$ cat config.mk
export PLATFORM = sky130hd
export DESIGN_NAME = humidity_sensor_pulse_decoder_unit
export DESIGN_NICKNAME = d
export VERILOG_FILES = /design/src/rtl/hspd_pkg.sv /design/src/rtl/hspd_core.sv /design/src/rtl/humidity_sensor_pulse_decoder_unit.sv
export SDC_FILE = /design/constraint.sdc
export NUM_CORES = 1
export LEC_CHECK = 0
export ABC_AREA = 1
export CORE_MARGIN = 2
export CORE_UTILIZATION = 40
export CTS_CLUSTER_SIZE = 30
export DETAILED_ROUTE_END_ITERATION = 16
export DONT_BUFFER_PORTS = 1
export PLACE_DENSITY = 0.67
export SLEW_MARGIN = 10
export SYNTH_ARGS = -nofsm -noshare
export SYNTH_HDL_FRONTEND = slang
export SYNTH_SLANG_ARGS = --single-unit
$ cat constraint.sdc
create_clock -name clk -period 4.2 [get_ports clk]
set_input_delay 0.63 -clock clk [delete_from_list [all_inputs] [get_ports clk]]
set_output_delay 0.63 -clock clk [all_outputs]
set_load 0.005 [all_outputs]
$ cat src/rtl/hspd_pkg.sv
`timescale 1ns / 1ps
`default_nettype none

package hspd_pkg;

    // Timer tick length in microseconds
    localparam int TICK_US = 10;

    localparam int TS_W     = 16;
    localparam int THRESH_W = 10;
    localparam int EDGE_W   = 7;

    // Edges in each part of the frame
    localparam logic [EDGE_W-1:0] RESP_EDGES  = EDGE_W'(3);
    localparam logic [EDGE_W-1:0] DATA_EDGES  = EDGE_W'(64);
    localparam logic [EDGE_W-1:0] CHECK_EDGES = EDGE_W'(16);

    // Event codes
    localparam logic [1:0] REQ_START = 2'd0;
    localparam logic [1:0] REQ_TIMER = 2'd1;
    localparam logic [1:0] REQ_EDGE  = 2'd2;

    // Configuration register indexes
    localparam logic [1:0] CFG_SENSOR_TYPE  = 2'd0;
    localparam logic [1:0] CFG_CHECK_EN     = 2'd1;
    localparam logic [1:0] CFG_DATA_THRESH  = 2'd2;
    localparam logic [1:0] CFG_CRC_THRESH   = 2'd3;

    // Phase codes as reported on the result
    localparam logic [2:0] PHASE_IDLE    = 3'd0;
    localparam logic [2:0] PHASE_REQUEST = 3'd1;
    localparam logic [2:0] PHASE_WAIT    = 3'd2;
    localparam logic [2:0] PHASE_DATA    = 3'd3;
    localparam logic [2:0] PHASE_CHECK   = 3'd4;
    localparam logic [2:0] PHASE_OK      = 3'd5;
    localparam logic [2:0] PHASE_TIMEOUT = 3'd6;
    localparam logic [2:0] PHASE_CRCERR  = 3'd7;

    typedef enum logic [7:0] {
        ST_IDLE    = 8'b0000_0001,
        ST_REQUEST = 8'b0000_0010,
        ST_WAIT    = 8'b0000_0100,
        ST_DATA    = 8'b0000_1000,
        ST_CHECK   = 8'b0001_0000,
        ST_OK      = 8'b0010_0000,
        ST_TIMEOUT = 8'b0100_0000,
        ST_CRCERR  = 8'b1000_0000
    } phase_t;

    typedef struct packed {
        logic [1:0]      req_type;
        logic [TS_W-1:0] timestamp;
    } in_item_t;

    typedef struct packed {
        logic [2:0]  phase;
        logic        done_res;
        logic        drive_low;
        logic [15:0] temperature;
        logic [15:0] humidity;
    } out_item_t;

    typedef struct packed {
        logic                sensor_type;
        logic                checksum_enable;
        logic [THRESH_W-1:0] data_one_threshold_us;
        logic [THRESH_W-1:0] crc_one_threshold_us;
    } cfg_t;

    typedef struct packed {
        phase_t            phase;
        logic [EDGE_W-1:0] edge_count;
        logic [31:0]       data_shift;
        logic [7:0]        check_shift;
        logic [TS_W-1:0]   rise_time;
        logic [15:0]       temp_val;
        logic [15:0]       humid_val;
    } frame_state_t;

    function automatic logic [2:0] phase_code(input phase_t ph);
        logic [2:0] code;
        case (ph)
            ST_IDLE:    code = PHASE_IDLE;
            ST_REQUEST: code = PHASE_REQUEST;
            ST_WAIT:    code = PHASE_WAIT;
            ST_DATA:    code = PHASE_DATA;
            ST_CHECK:   code = PHASE_CHECK;
            ST_OK:      code = PHASE_OK;
            ST_TIMEOUT: code = PHASE_TIMEOUT;
            ST_CRCERR:  code = PHASE_CRCERR;
            default:    code = PHASE_IDLE;
        endcase
        return code;
    endfunction

endpackage

`default_nettype wire

$ cat src/rtl/hspd_core.sv
`timescale 1ns / 1ps
`default_nettype none

// Next-state and result logic for one line event.
module hspd_core (
    input  var hspd_pkg::in_item_t     item,
    input  var hspd_pkg::cfg_t         cfg,
    input  var hspd_pkg::frame_state_t cur,
    output hspd_pkg::frame_state_t     nxt,
    output hspd_pkg::out_item_t        result
);
    import hspd_pkg::*;

    logic [TS_W-1:0]   ticks;
    logic [TS_W-1:0]   width_us;
    logic [THRESH_W-1:0] thresh;
    logic              bit_one;
    logic [EDGE_W-1:0] cnt_inc;
    logic [7:0]        check_new;
    logic [9:0]        byte_sum;
    logic              done;

    // High time in us, wrapped to 16 bits
    assign ticks    = item.timestamp - cur.rise_time;
    assign width_us = TS_W'((ticks - TS_W'(1)) * TS_W'(TICK_US) + TS_W'(1));
    assign thresh   = (cur.phase == ST_CHECK) ? cfg.crc_one_threshold_us
                                              : cfg.data_one_threshold_us;
    assign bit_one  = width_us > {{(TS_W-THRESH_W){1'b0}}, thresh};
    assign cnt_inc  = cur.edge_count + EDGE_W'(1);

    assign byte_sum = {2'b00, cur.data_shift[7:0]}   + {2'b00, cur.data_shift[15:8]}
                    + {2'b00, cur.data_shift[23:16]} + {2'b00, cur.data_shift[31:24]};

    always_comb
    begin
        nxt       = cur;
        done      = 1'b0;
        check_new = cur.check_shift;
        case (item.req_type)
            REQ_START:
            begin
                nxt.edge_count = '0;
                nxt.phase      = ST_REQUEST;
            end
            REQ_TIMER:
            begin
                if (cur.phase == ST_REQUEST)
                begin
                    nxt.edge_count = '0;
                    nxt.phase      = ST_WAIT;
                end
                else
                begin
                    nxt.phase = ST_TIMEOUT;
                    done      = 1'b1;
                end
            end
            REQ_EDGE:
            begin
                case (cur.phase)
                    ST_WAIT:
                    begin
                        nxt.edge_count = cnt_inc;
                        if (cnt_inc == RESP_EDGES)
                        begin
                            nxt.edge_count = '0;
                            nxt.data_shift = '0;
                            nxt.phase      = ST_DATA;
                        end
                    end
                    ST_DATA:
                    begin
                        nxt.edge_count = cnt_inc;
                        if (cnt_inc[0])
                        begin
                            nxt.rise_time  = item.timestamp;
                            nxt.data_shift = {cur.data_shift[30:0], 1'b0};
                        end
                        else if (bit_one)
                        begin
                            nxt.data_shift = {cur.data_shift[31:1], 1'b1};
                        end
                        if (cnt_inc == DATA_EDGES)
                        begin
                            nxt.edge_count  = '0;
                            nxt.check_shift = '0;
                            nxt.phase       = ST_CHECK;
                        end
                    end
                    ST_CHECK:
                    begin
                        nxt.edge_count = cnt_inc;
                        if (cfg.checksum_enable)
                        begin
                            if (cnt_inc[0])
                            begin
                                nxt.rise_time = item.timestamp;
                                check_new     = {cur.check_shift[6:0], 1'b0};
                            end
                            else if (bit_one)
                            begin
                                check_new = {cur.check_shift[7:1], 1'b1};
                            end
                        end
                        nxt.check_shift = check_new;
                        if (cnt_inc == CHECK_EDGES)
                        begin
                            done = 1'b1;
                            if (cfg.sensor_type)
                            begin
                                nxt.temp_val  = cur.data_shift[15:0];
                                nxt.humid_val = cur.data_shift[31:16];
                            end
                            else
                            begin
                                nxt.temp_val  = {8'h00, cur.data_shift[15:8]};
                                nxt.humid_val = {8'h00, cur.data_shift[31:24]};
                            end
                            if (cfg.checksum_enable && (check_new != byte_sum[7:0]))
                                nxt.phase = ST_CRCERR;
                            else
                                nxt.phase = ST_OK;
                        end
                    end
                    default:
                    begin
                        // idle, request or finished: edge ignored
                    end
                endcase
            end
            default:
            begin
                // unused event code: no change
            end
        endcase

        result.phase       = phase_code(nxt.phase);
        result.done_res    = done;
        result.drive_low   = (nxt.phase == ST_REQUEST);
        result.temperature = nxt.temp_val;
        result.humidity    = nxt.humid_val;
    end

endmodule

`default_nettype wire

$ cat src/rtl/humidity_sensor_pulse_decoder_unit.sv
`timescale 1ns / 1ps
`default_nettype none

// Single-wire humidity/temperature sensor frame decoder. Each input
// transaction is one timestamped event (start request, timer expiry or line
// edge) and yields exactly one result transaction carrying the frame phase,
// a done flag, the line drive request and the last decoded raw temperature
// and humidity. One event is taken per clock while in_stall is low: events
// land in an input register, the next-state logic evaluates combinationally
// against the frame state, and the result is held in an output register.
// in_stall rises only while a result is held by out_stall in the output
// register and another event already sits in the input register.
// Configuration must be written through cfg_we/cfg_index/cfg_data only
// while the block is idle; the block itself does not enforce this.
module humidity_sensor_pulse_decoder_unit (
    input  wire                 clk,
    input  wire                 rst_n,
    input  wire                 in_valid,
    output logic                in_stall,
    input  var hspd_pkg::in_item_t  in_item,
    output logic                out_valid,
    input  wire                 out_stall,
    output hspd_pkg::out_item_t out_item,
    input  wire                 cfg_we,
    input  wire  [1:0]          cfg_index,
    input  wire  [hspd_pkg::THRESH_W-1:0] cfg_data
);
    import hspd_pkg::*;

    cfg_t         cfg_reg;
    frame_state_t state_reg;
    frame_state_t state_next;
    in_item_t     in_item_reg;
    logic         in_valid_reg;
    out_item_t    out_item_reg;
    out_item_t    result;
    logic         out_valid_reg;
    logic         out_free;
    logic         advance;

    // Output register can take a new result when empty or being drained
    assign out_free = !out_valid_reg || !out_stall;
    assign advance  = in_valid_reg && out_free;
    assign in_stall = in_valid_reg && !out_free;

    assign out_valid = out_valid_reg;
    assign out_item  = out_item_reg;

    // Configuration registers
    always_ff @(posedge clk or negedge rst_n)
    begin
        if (!rst_n)
        begin
            cfg_reg.sensor_type           <= 1'b0;
            cfg_reg.checksum_enable       <= 1'b1;
            cfg_reg.data_one_threshold_us <= THRESH_W'(50);
            cfg_reg.crc_one_threshold_us  <= THRESH_W'(40);
        end
        else if (cfg_we)
        begin
            case (cfg_index)
                CFG_SENSOR_TYPE: cfg_reg.sensor_type           <= cfg_data[0];
                CFG_CHECK_EN:    cfg_reg.checksum_enable       <= cfg_data[0];
                CFG_DATA_THRESH: cfg_reg.data_one_threshold_us <= cfg_data;
                CFG_CRC_THRESH:  cfg_reg.crc_one_threshold_us  <= cfg_data;
                default:
                begin
                end
            endcase
        end
    end

    // Input register: loads whenever it is empty or moving on
    always_ff @(posedge clk or negedge rst_n)
    begin
        if (!rst_n)
            in_valid_reg <= 1'b0;
        else if (!in_stall)
            in_valid_reg <= in_valid;
    end

    always_ff @(posedge clk)
    begin
        if (in_valid && !in_stall)
            in_item_reg <= in_item;
    end

    hspd_core u_core (
        .item   (in_item_reg),
        .cfg    (cfg_reg),
        .cur    (state_reg),
        .nxt    (state_next),
        .result (result)
    );

    // Frame state commits when the event moves into the output register
    always_ff @(posedge clk or negedge rst_n)
    begin
        if (!rst_n)
        begin
            state_reg.phase       <= ST_IDLE;
            state_reg.edge_count  <= '0;
            state_reg.data_shift  <= '0;
            state_reg.check_shift <= '0;
            state_reg.rise_time   <= '0;
            state_reg.temp_val    <= '0;
            state_reg.humid_val   <= '0;
        end
        else if (advance)
        begin
            state_reg <= state_next;
        end
    end

    always_ff @(posedge clk or negedge rst_n)
    begin
        if (!rst_n)
            out_valid_reg <= 1'b0;
        else if (out_free)
            out_valid_reg <= in_valid_reg;
    end

    always_ff @(posedge clk)
    begin
        if (advance)
            out_item_reg <= result;
    end

endmodule

`default_nettype wire

==> run summary <==
Worst EP arrival: 4.97 ns
Setup TNS Final: -2.965 ns
Reg2reg setup slack: -0.57 ns
Clk network pwr share: 0.252
Critical path endpoint category: flip-flop
HP Class: input pin to asynchronous set/reset pin
CTS tree: built
Slew HR: 0.2667
Layout cells sized above 1: 0.1567
Via density: 4.950
FFs w/ async S/R, synth: 0.7000
CTS root buf: clkbuf_16
IO buf count: 0
RSZ-0062 raised after global routing: yes
Failing checks: setup timing
Gr busiest metal: met2
CTS Buf Count: 17
Post-synth EDFFs: 54
Fmax: 209.4 MHz
DRT iter0 DRCs: 529
Launch point of the critical path: in_item_reg[0]
Final #Nets: 1374
Die area: 27010 um2
Synth Net Count: 1315
Fin. max-slew vios: 0
Gp weighted congestion: 0.8599
Number of distinct library cells after synthesis: 52
Reg2reg start: in_item_reg[0]
Count leader, synth: nand2_1
DRT Pass-1 Iters: 6
Worst skew pair latency: 0.45 ns
H-tree levels: 4
Setup CP Type: flip-flop to flip-flop
Seq/Total Area, Yosys: 0.4650
Worst hold slack: 0.03039 ns
CP startpoint kind: flip-flop
CTS max path bufs: 2
CTS clk-pin slew, worst paths: 0.08 ns
DRC errors left: 0
Largest net degree at the start of global routing: 120
Switching Share: 0.3929
Yosys top cell area share: 0.2895
Met3 usage: 0.02929
Total Wirelength: 21.81 mm
Initial antenna violation count: 1
Ant. Diodes: 0
Comb power frac: 0.406
Synthesized netlist cell count: 1211
WL/cell: 13.52 um
Setup violators final: 7
I/O pin count: 74
P per Cell Area: 565.9 nW/um2
Routed via count: 7984
Max VDD drop: 605.6 uV
Die height: 164.4 um
Vias in the first global route: 7819
Starting Density: 0.4085
Clock period minus worst slack: 4.775 ns
Skew final: 0.01912 ns
CTS sink count: 180
Rows: 58
Seq pwr share: 0.342
Total track usage: 0.1719
Die Width: 164.4 um
Worst slack, placed: -0.5958 ns
Core area: 25180 um2
Final core area utilization: 0.4745
Biggest area consumer among synthesized cells: dfrtp_1
Worst Tran Pin Value: 1.100 ns
Critical path required time: 4.40 ns
Synth cell count leaders: nand2_1 (319), inv_1 (159), dfrtp_1 (119), o21ai_0 (109), nor2_1 (63)
Reg2Reg Capture Point: out_item[34]
Final hold viol count: 0
CP peak stage delay: 0.41 ns
Ys Warns: 0
PnR worst setup slack: -0.5747 ns
Synthesized flop and latch total: 180
Met2 usage: 0.2809
Crit Path Max Fanout: 5
P_sw: 0.002657 W
Crit share post-route: 1.137
Outcome: finished, violations left
Mapped cell area: 10290 um2
Internal: 0.004106 W
CP max stage cell: edfxtp_1
Reg2Reg Depth: 34
Max FFs per register: 102
Ranking of synthesized cells by area: dfrtp_1 (29%), edfxtp_1 (16%), nand2_1 (12%)
Met1 GRT Util: 0.2328
Antenna viol nets, final: 0
DP HPWL: 15.23 mm
Max-cap violations: 0
Avg Cell Area, Syn: 8.494 um2
Critical Path Most Common Cell: nand3_1
First-pass GRT wire length: 37.10 mm
Primary FF master, synth: dfrtp_1
Static Leakage: 5.827 nW
Overflow after GRT: 0
Area Overhead vs Synth: 16.17%
-- cells in the final DEF, fill, tap and decap left out, drive strengths merged --
| cell | n |
|---|---|
| a211oi | 1 |
| a21boi | 2 |
| a21o | 1 |
| a21oi | 40 |
| a31o | 1 |
| a31oi | 1 |
| buf | 74 |
| clkbuf | 17 |
| clkinv | 8 |
| dfrtp | 119 |
| dfstp | 7 |
| edfxtp | 54 |
| fa | 16 |
| ha | 53 |
| inv | 189 |
| mux2 | 1 |
| mux2i | 8 |
| nand2 | 332 |
| nand3 | 62 |
| nand3b | 4 |
| nand4 | 7 |
| nor2 | 68 |
| nor3 | 8 |
| nor4 | 2 |
| o2111ai | 3 |
| o211ai | 2 |
| o21ai | 113 |
| o21bai | 1 |
| o221ai | 1 |
| o22ai | 44 |
| o311ai | 1 |
| o31ai | 1 |
| or2 | 3 |
| or2b | 1 |
| xnor2 | 15 |
| xor2 | 23 |
-- worst max-delay path, delay by kind of cell (launching register included) --
family,cells,cell delay (ns)
xor+xnor,3,0.59
simple gates,24,2.00
fa+ha+maj,4,1.22
flops,1,0.41
buf+inv,3,0.31
-- metal layers --
layer,vias to the layer above,part of all wire
li1,4064,-
met1,3710,0.48
met2,174,0.47
met3,36,0.038
met4,0,0.017
met5,-,0
-- power groups by stage --
stage               clock network, W  registers [W]  logic, W
floorplan                          0        0.00225   0.00214
global placement                   0        0.00235   0.00259
detailed placement                 0        0.00235   0.00262
CTS                          0.00174        0.00231   0.00275
global route                 0.00180        0.00235   0.00317
finish                       0.00171        0.00231   0.00275
-- cells by family (layout without fill, tap and decap cells) --
kind of cell	after synthesis	after routing	synth area share
compound gates	212	212	0.1164
xor+xnor	38	38	0.03236
fa+ha+maj	69	69	0.09561
buf+inv	216	288	0.07919
flops	180	180	0.4650
mux	9	9	0.008880
simple gates	487	487	0.2025
-- what timing repair did --
action                                  in CTS  in global routing
endpoints found under the setup margin       7                  8
hold buffers                                 1                  0
setup buffers                                5                  4
pin swaps                                   13                 11
gates resized for setup                     10                 12
endpoints found under the hold margin      119                  0
-- worst max-delay path by stage --
| stage | end | depth (start not counted) |
|---|---|---|
| after floorplan | out_item[35] | 36 |
| after global placement | out_item[36] | 36 |
| after detailed placement | out_item[36] | 36 |
| after CTS | out_item[36] | 36 |
| after global routing | out_item[36] | 36 |
| final | out_item[34] | 34 |
-- stage by stage --
stage / std cells / total power, W / cell area (um2)
floorplan: 1211 / 0.004395 / 10340
global placement: 1571 / 0.004932 / 11120
detailed placement: 1571 / 0.004972 / 11120
CTS: 1609 / 0.006797 / 11870
global route: 1613 / 0.007324 / 11950
finish: 1613 / 0.006762 / 11950
-- final cells by class --
cell class                 instances  area (um2)
clock buffer                      17       425.4
tap                              330       412.9
inverter                         182       683.2
clock inverter                    15       217.7
sequential                       180        4783
timing repair buffer              74       579.3
fill                            2316       13230
multi-input combinational        815        4847
(Power assumes the default switching activity.)
